**src/hdl/mpsk_snr_pkg.sv**
```systemverilog
`default_nettype none
package mpsk_snr_pkg;

  localparam int SAMPLE_WIDTH = 16;
  localparam int FRAC_BITS = 16;
  localparam int ROOT_STEPS = SAMPLE_WIDTH + FRAC_BITS;
  localparam int LOG_STEPS = 16;
  localparam logic [16:0] ALPHA_ONE = 17'd65536;
  localparam logic [31:0] DB_PER_OCTAVE = 32'd197283;
  localparam logic [24:0] LOG_OFFSET = 25'(FRAC_BITS * 65536);

  typedef struct packed {
    logic signed [SAMPLE_WIDTH-1:0] i_sample;
    logic signed [SAMPLE_WIDTH-1:0] q_sample;
  } in_item_t;

  typedef struct packed {
    logic [31:0]        mean_estimate;
    logic [47:0]        variance_estimate;
    logic signed [15:0] snr_db;
  } out_item_t;

  typedef struct packed {
    logic [31:0] a;
    logic [31:0] b;
  } mul_req_t;

endpackage
`default_nettype wire

```
**src/hdl/mpsk_snr_mul.sv**
```systemverilog
`default_nettype none
module mpsk_snr_mul (
  input  wire                   clk,
  input  mpsk_snr_pkg::mul_req_t req,
  output logic [63:0]           prod
);
  import mpsk_snr_pkg::*;

  always_ff @(posedge clk) begin
    prod <= 64'(req.a) * 64'(req.b);
  end

endmodule
`default_nettype wire

```
**src/hdl/mpsk_snr_seq.sv**
```systemverilog
`default_nettype none
module mpsk_snr_seq (
  input  wire                     clk,
  input  wire                     rst,
  input  wire                     start,
  input  mpsk_snr_pkg::in_item_t  item,
  input  wire  [16:0]             gain,
  input  wire                     out_free,
  output logic                    busy,
  output logic                    done,
  output mpsk_snr_pkg::out_item_t res,
  output mpsk_snr_pkg::mul_req_t  mreq,
  input  wire  [63:0]             prod
);
  import mpsk_snr_pkg::*;

  typedef enum logic [4:0] {
    S_IDLE, S_SQI, S_SQQ, S_SQS, S_ROOT, S_M1, S_M2, S_M3, S_D1, S_D2, S_D3,
    S_V1, S_V2, S_V3, S_V4, S_V5, S_V6, S_CHK, S_NORM, S_LSQ, S_LUP, S_LCMB,
    S_DB1, S_DB2, S_DONE
  } state_t;

  state_t state;
  logic [15:0] ia, qa;
  logic [16:0] alpha, beta;
  logic [65:0] acc;
  logic [31:0] s;
  logic [33:0] rem;
  logic [31:0] root;
  logic [4:0]  cnt;
  logic [31:0] mean, dev;
  logic [47:0] dev2, var_q;
  logic [47:0] x;
  logic [5:0]  p;
  logic [2:0]  nstep;
  logic [31:0] m;
  logic [15:0] frac;
  logic        lsel;
  logic [21:0] lmean, lvar;
  logic        lneg;
  logic [23:0] labs;
  logic signed [15:0] snr;

  logic [35:0] rem_sh, trial;
  logic [47:0] x_next;
  logic [5:0]  p_next;
  logic [31:0] t;
  logic [15:0] frac_next;
  logic [24:0] l;
  logic [42:0] rnd;
  logic [17:0] dbmag;
  logic [65:0] sum;

  assign busy = (state != S_IDLE);
  assign done = (state == S_DONE) && out_free;
  assign res.mean_estimate = mean;
  assign res.variance_estimate = var_q;
  assign res.snr_db = snr;

  always_comb begin
    mreq = '0;
    unique case (state)
      S_SQI:   mreq = '{a: 32'(ia), b: 32'(ia)};
      S_SQQ:   mreq = '{a: 32'(qa), b: 32'(qa)};
      S_M1:    mreq = '{a: 32'(alpha), b: root};
      S_M2:    mreq = '{a: 32'(beta), b: mean};
      S_D2:    mreq = '{a: dev, b: dev};
      S_V1:    mreq = '{a: 32'(alpha), b: 32'(dev2[23:0])};
      S_V2:    mreq = '{a: 32'(alpha), b: 32'(dev2[47:24])};
      S_V3:    mreq = '{a: 32'(beta), b: 32'(var_q[23:0])};
      S_V4:    mreq = '{a: 32'(beta), b: 32'(var_q[47:24])};
      S_LSQ:   mreq = '{a: m, b: m};
      S_DB1:   mreq = '{a: 32'(labs), b: DB_PER_OCTAVE};
      default: mreq = '0;
    endcase
  end

  always_comb begin
    rem_sh = {rem, s[31:30]};
    trial = {2'b00, root, 2'b01};
    sum = acc + 66'(prod);
    t = prod[61:30];
    frac_next = {frac[14:0], t[31]};
    l = {2'b00, lmean, 1'b0} - {3'b000, lvar} - LOG_OFFSET;
    rnd = prod[42:0] + 43'd8388608;
    dbmag = rnd[41:24];
    x_next = x;
    p_next = p;
    case (nstep)
      3'd0: if (x[47:16] == '0) begin x_next = {x[15:0], 32'b0}; p_next = p - 6'd32; end
      3'd1: if (x[47:32] == '0) begin x_next = {x[31:0], 16'b0}; p_next = p - 6'd16; end
      3'd2: if (x[47:40] == '0) begin x_next = {x[39:0], 8'b0}; p_next = p - 6'd8; end
      3'd3: if (x[47:44] == '0) begin x_next = {x[43:0], 4'b0}; p_next = p - 6'd4; end
      3'd4: if (x[47:46] == '0) begin x_next = {x[45:0], 2'b0}; p_next = p - 6'd2; end
      3'd5: if (!x[47]) begin x_next = {x[46:0], 1'b0}; p_next = p - 6'd1; end
      default: ;
    endcase
  end

  always_ff @(posedge clk) begin
    if (rst) begin
      state <= S_IDLE;
      mean <= '0;
      var_q <= '0;
    end else begin
      unique case (state)
        S_IDLE: begin
          if (start) begin
            ia <= item.i_sample[15] ? 16'(-item.i_sample) : 16'(item.i_sample);
            qa <= item.q_sample[15] ? 16'(-item.q_sample) : 16'(item.q_sample);
            alpha <= (gain > ALPHA_ONE) ? ALPHA_ONE : gain;
            beta <= ALPHA_ONE - ((gain > ALPHA_ONE) ? ALPHA_ONE : gain);
            state <= S_SQI;
          end
        end
        S_SQI: state <= S_SQQ;
        S_SQQ: begin
          acc <= 66'(prod);
          state <= S_SQS;
        end
        S_SQS: begin
          s <= acc[31:0] + prod[31:0];
          rem <= '0;
          root <= '0;
          cnt <= '0;
          state <= S_ROOT;
        end
        S_ROOT: begin
          if (rem_sh >= trial) begin
            rem <= 34'(rem_sh - trial);
            root <= {root[30:0], 1'b1};
          end else begin
            rem <= rem_sh[33:0];
            root <= {root[30:0], 1'b0};
          end
          s <= {s[29:0], 2'b00};
          cnt <= cnt + 5'd1;
          if (cnt == 5'(ROOT_STEPS - 1)) state <= S_M1;
        end
        S_M1: state <= S_M2;
        S_M2: begin
          acc <= 66'(prod);
          state <= S_M3;
        end
        S_M3: begin
          mean <= sum[47:16];
          state <= S_D1;
        end
        S_D1: begin
          dev <= (root >= mean) ? root - mean : mean - root;
          state <= S_D2;
        end
        S_D2: state <= S_D3;
        S_D3: begin
          dev2 <= prod[63:16];
          state <= S_V1;
        end
        S_V1: state <= S_V2;
        S_V2: begin
          acc <= 66'(prod);
          state <= S_V3;
        end
        S_V3: begin
          acc <= acc + {prod[41:0], 24'b0};
          state <= S_V4;
        end
        S_V4: begin
          acc <= sum;
          state <= S_V5;
        end
        S_V5: begin
          acc <= acc + {prod[41:0], 24'b0};
          state <= S_V6;
        end
        S_V6: begin
          var_q <= acc[63:16];
          state <= S_CHK;
        end
        S_CHK: begin
          x <= {16'b0, mean};
          p <= 6'd47;
          nstep <= '0;
          lsel <= 1'b0;
          if (var_q == '0) begin
            snr <= '0;
            state <= S_DONE;
          end else if (mean == '0) begin
            snr <= 16'sh8000;
            state <= S_DONE;
          end else begin
            state <= S_NORM;
          end
        end
        S_NORM: begin
          x <= x_next;
          p <= p_next;
          nstep <= nstep + 3'd1;
          if (nstep == 3'd5) begin
            m <= {1'b0, x_next[47:17]};
            frac <= '0;
            cnt <= '0;
            state <= S_LSQ;
          end
        end
        S_LSQ: state <= S_LUP;
        S_LUP: begin
          frac <= frac_next;
          m <= t[31] ? {1'b0, t[31:1]} : t;
          cnt <= cnt + 5'd1;
          if (cnt == 5'(LOG_STEPS - 1)) begin
            if (!lsel) begin
              lmean <= {p, frac_next};
              x <= var_q;
              p <= 6'd47;
              nstep <= '0;
              lsel <= 1'b1;
              state <= S_NORM;
            end else begin
              lvar <= {p, frac_next};
              state <= S_LCMB;
            end
          end else begin
            state <= S_LSQ;
          end
        end
        S_LCMB: begin
          lneg <= l[24];
          labs <= l[24] ? 24'(-l) : l[23:0];
          state <= S_DB1;
        end
        S_DB1: state <= S_DB2;
        S_DB2: begin
          if (!lneg) begin
            snr <= (dbmag > 18'd32767) ? 16'sh7fff : 16'(dbmag);
          end else begin
            snr <= (dbmag > 18'd32768) ? 16'sh8000 : 16'(-dbmag);
          end
          state <= S_DONE;
        end
        S_DONE: begin
          if (out_free) state <= S_IDLE;
        end
        default: state <= S_IDLE;
      endcase
    end
  end

endmodule
`default_nettype wire

```
**src/hdl/mpsk_snr_estimator_core.sv**
```systemverilog
// M-PSK SNR estimator core.
// Input channel: sample_valid / sample_stall carry one complex sample (I, Q).
// Output channel: result_valid / result_stall carry the updated mean,
// variance and SNR in dB (Q8.8) for every sample taken.
// Configuration: gain_we writes gain_data (alpha, Q1.16) at that edge; write
// it only while the block is idle.
// Flow: one item at a time. The 32-step square root runs bit by bit, and the
// two log2 runs of 16 squarings each use the shared 32x32 multiplier; the
// log2 runs are skipped when the variance or the mean is zero. sample_stall
// is high while an item is being worked on.
// Reset clears the mean, the variance and the output valid, and loads the
// gain with 7.
// A stalled result holds; the next item may be taken meanwhile, and its
// finished result waits inside until the output register is free.
`default_nettype none
module mpsk_snr_estimator_core (
  input  wire                     clk,
  input  wire                     rst,
  input  wire                     sample_valid,
  output logic                    sample_stall,
  input  mpsk_snr_pkg::in_item_t  sample,
  output logic                    result_valid,
  input  wire                     result_stall,
  output mpsk_snr_pkg::out_item_t result,
  input  wire                     gain_we,
  input  wire  [16:0]             gain_data
);
  import mpsk_snr_pkg::*;

  logic [16:0] gain;
  logic        busy, done, out_free;
  out_item_t   res;
  mul_req_t    mreq;
  logic [63:0] prod;

  assign sample_stall = busy;
  assign out_free = !result_valid || !result_stall;

  always_ff @(posedge clk) begin
    if (rst) begin
      gain <= 17'd7;
      result_valid <= 1'b0;
    end else begin
      if (gain_we) gain <= gain_data;
      if (done) result_valid <= 1'b1;
      else if (!result_stall) result_valid <= 1'b0;
    end
  end

  always_ff @(posedge clk) begin
    if (done) result <= res;
  end

  mpsk_snr_seq u_seq (
    .clk      (clk),
    .rst      (rst),
    .start    (sample_valid && !busy),
    .item     (sample),
    .gain     (gain),
    .out_free (out_free),
    .busy     (busy),
    .done     (done),
    .res      (res),
    .mreq     (mreq),
    .prod     (prod)
  );

  mpsk_snr_mul u_mul (
    .clk  (clk),
    .req  (mreq),
    .prod (prod)
  );

endmodule
`default_nettype wire

```
**config.mk**
```make
export PLATFORM = sky130hd
export DESIGN_NAME = mpsk_snr_estimator_core
export DESIGN_NICKNAME = d
export VERILOG_FILES = /design/src/hdl/mpsk_snr_pkg.sv /design/src/hdl/mpsk_snr_mul.sv /design/src/hdl/mpsk_snr_seq.sv /design/src/hdl/mpsk_snr_estimator_core.sv
export SDC_FILE = /design/constraint.sdc
export NUM_CORES = 2
export LEC_CHECK = 0
export ABC_AREA = 1
export BUFFER_PORTS_ARGS = -buffer_cell sky130_fd_sc_hd__buf_2
export CAP_MARGIN = 20
export CORE_ASPECT_RATIO = 0.9
export CORE_MARGIN = 1
export CORE_UTILIZATION = 45
export CTS_CLUSTER_DIAMETER = 100
export DETAILED_ROUTE_END_ITERATION = 7
export MAX_ROUTING_LAYER = met4
export SETUP_SLACK_MARGIN = 0.3
export SKIP_CTS_REPAIR_TIMING = 1
export SLEW_MARGIN = 20
export SYNTH_ARGS = -nofsm -noshare
export SYNTH_HDL_FRONTEND = slang
export SYNTH_SLANG_ARGS = --single-unit
```
**constraint.sdc**
```tcl
create_clock -name clk -period 19.3 [get_ports clk]
set_input_delay 0.965 -clock clk [delete_from_list [all_inputs] [get_ports clk]]
set_output_delay 0.965 -clock clk [all_outputs]
set_load 0.05 [all_outputs]
```
==> results.sh <==
export IMPL_worst_slew_pin_slew_ns=1.34
export IMPL_synth_fp_nets=12200
export IMPL_dr_pass1_iters=7
export IMPL_nets=12200
export IMPL_startpoint_type="register"
export IMPL_synth_most_common_cell="nand2_1"
export IMPL_intPower_mw=3.75
export IMPL_drt_iter0_markers=11100
export IMPL_r2r_end="u_mul.prod[62]"
export IMPL_finClkSkew_ns=0.0701
export IMPL_p_comb_share_pct=45.7
export IMPL_hold_viol_final=0
export IMPL_synth_warnings=0
export IMPL_grt_max_degree=87
export IMPL_pin_count=152
export IMPL_synthFlopType="edfxtp_1"
export IMPL_async_flop_share_pct=0
export IMPL_maxCapViolCount=0
export IMPL_clock_fmax_mhz=91.1
export IMPL_crit_slowest_cell="nor4_4"
export IMPL_slew_violations=0
export IMPL_rsz0062_at_grt="no"
export IMPL_synth_top_area_share_pct=21.5
export IMPL_rows=150
export IMPL_period_minus_slack_ns=10.97
export IMPL_yosysSeqAreaShare_pct=25.3
export IMPL_crit_required_ns=19.98
export IMPL_clockRootBuffer="clkbuf_16"
export IMPL_critPathMaxStageDelay_ns=0.78
export IMPL_avgSynthCellArea_um2=7.85
export IMPL_die_area_um2=188000
export IMPL_crit_family="adder cells"
export IMPL_syn_inst=10700
export IMPL_syn_area_um2=84000
export IMPL_drtAntennaViolNets=0
export IMPL_clock_latency_ns=0.77
export IMPL_synth_area_leaders="fa_1 (21%), edfxtp_1 (21%), nand2_1 (11%)"
export IMPL_coreArea_um2=186000
export IMPL_synth_edf_count=597
export IMPL_area_growth_synth_to_final_pct=7.87
export IMPL_clockBufferDepth=3
export IMPL_wl_per_cell_um=28.4
export IMPL_crit_buf_inv=10
export IMPL_htreeDepth=3
export IMPL_yosysUniqueCellTypes=71
export IMPL_slew_headroom_pct=10.7
export IMPL_hold_path_startpoint="u_seq.snr[10]"
export IMPL_dp_final_hpwl_um=303000
export IMPL_drc=0
export IMPL_end_kind="register"
export IMPL_clock_sinks=764
export IMPL_hold_path_class="reg2reg"
export IMPL_grt_total_usage_pct=40.8
export IMPL_p_per_area_nw_per_um2=78.0
export IMPL_power_switching_mw=3.32
export IMPL_cts_tree="built"
export IMPL_critPathMostFrequentCell="fa_1"
export IMPL_peakVddDrop_uv=82.9
export IMPL_io_buffers=151
export IMPL_holdPathEnd="result[10]"
export IMPL_post_drt_via_cell_ratio=5.82
export IMPL_pwr_share_clk_pct=25.0
export IMPL_crit_fanout=50
export IMPL_outcome="completed"
export IMPL_vias=77200
export IMPL_die_y_um=412
export IMPL_switching_share_pct=47.0
export IMPL_setup_violations=0
export IMPL_grt_pass1_wl_um=535000
export IMPL_gr_total_overflow=0
export IMPL_grt_pass1_vias=73500
export IMPL_initial_core_util_pct=45.2
export IMPL_yosysTopAreaCell="fa_1"
export IMPL_antenna_found_initial=23
export IMPL_r2r_start="u_seq.state[4]"
export IMPL_min_path_cells=0
export IMPL_min_period_over_period_pct=56.9
export IMPL_drive_gt1_share_pct=5.41
export IMPL_synthTopCellsByCount="nand2_1 (2355), inv_1 (2322), fa_1 (901)"
export IMPL_reg2reg_depth=34
export IMPL_die_width_um=457
export IMPL_cp_data_arrival_time_ns=11.65
export IMPL_r2r_slack_ns=8.33
export IMPL_crit_type="reg2reg"
export IMPL_wl_um=377000
export IMPL_cts_made_buffers=86
export IMPL_clk_pin_slew_ns=0.07
export IMPL_final_util_pct=48.8
export IMPL_gp_congestion=1.08
export IMPL_synth_ff_latch_count=764
export IMPL_leakagePower_nw=44.6
export IMPL_p_seq_share_pct=29.3
export IMPL_setup_tns_ns=0
[worst register-to-register path, delay by kind of cell (launching register included)]
| family | cells | cell delay [ns] |
|---|---|---|
| flops | 1 | 0.55 |
| buf+inv | 10 | 2.02 |
| xor+xnor | 1 | 0.15 |
| simple gates | 12 | 3.10 |
| compound gates | 2 | 0.54 |
| fa+ha+maj | 9 | 4.54 |
[metrics by stage]
step                      cells  power, mW  hold WS [ns]  setup slack, ns  area (um^2)
after floorplan           10700       3.79         0.400            11.66        84000
after global placement    13100       5.16         0.406             8.63        87500
after detailed placement  13100       5.15         0.405             8.60        87500
after CTS                 13200       6.94         0.385             8.55        90500
after global routing      13300       7.30         0.392             7.94        90600
final                     13300       7.07         0.387             8.33        90600
[worst max path at each step]
stage	end	startpoint	slack (ns)	cells past startpoint
finish	u_mul.prod[62]	u_seq.state[4]	8.33	34
global route	u_mul.prod[62]	u_seq.state[4]	7.94	34
CTS	u_mul.prod[62]	u_seq.state[4]	8.55	34
detailed placement	u_mul.prod[62]	u_seq.state[4]	8.60	34
global placement	u_mul.prod[43]	u_seq.state[4]	8.63	32
floorplan	u_mul.prod[60]	u_seq.state[2]	11.66	37
[flip-flops by register name (all words and copies together) (netlist names), 17 cells and up]
name	count
u_seq.lvar	22
u_seq.s	32
u_seq.var_q	48
u_seq.root	32
u_mul.prod	64
u_seq.x	48
u_seq.m	31
u_seq.acc	64
gain	17
u_seq.dev2	48
u_seq.dev	32
u_seq.mean	32
u_seq.rem	34
u_seq.beta	17
result	96
u_seq.lmean	22
u_seq.labs	24
[logic make-up (layout without fill, tap and decap cells)]
logic type	count (synthesis)	count (layout)	share of synthesized area, %
and+or+nand+nor	3883	3883	19.0
buffers and inverters	2712	2820	12.4
AOI/OAI and AO/OA	1683	1683	11.7
adders and majority gates	1409	1409	29.1
DFF	764	764	25.3
xor gates and xnor gates	232	232	2.42
muxes	9	9	0.107
other	0	30	0
[area by class of cell]
class | instances | area, um^2
fill | 18400 | 95000
tap | 2432 | 3040
clock inverter | 56 | 692
multi-input combinational | 7216 | 52600
clock buffer | 104 | 2240
inverter | 2376 | 8920
timing repair buffer | 284 | 1770
antenna | 30 | 75.1
sequential | 764 | 21300
[power groups by stage]
| stage | logic [mW] | clock network (mW) | registers, mW |
|---|---|---|---|
| after floorplan | 1.81 | 0 | 1.98 |
| after global placement | 3.08 | 0 | 2.09 |
| after detailed placement | 3.07 | 0 | 2.09 |
| after CTS | 3.11 | 1.78 | 2.05 |
| after global routing | 3.42 | 1.83 | 2.06 |
| final | 3.23 | 1.77 | 2.07 |
[per-layer routing]
metal  vias up  part of all wire, %  global-route usage, %  wire (um)
li1      33800                    -                      -          -
met2      4829                   40                   54.9     150000
met3       714                   13                   12.7      50300
met4         0                  4.7                   16.0      17500
met5         -                    0                      -          0
met1     37800                   42                   56.6     159000
[placed cells by master, fill, tap and decap left out, drive strengths merged, types with 57 or more instances in the layout]
cell and n:
edfxtp 597, o211ai 83, dfxtp 167, ha 508
fa 901, a21oi 579, xor2 165, clkbuf 104
nor2 875, buf 284, xnor2 67, nor3 97
o21ai 611, inv 2372, nand4 96, o22ai 62
a221oi 57, nand2 2365, nand3 344
Note: power is estimated with default switching activity, not from simulation.
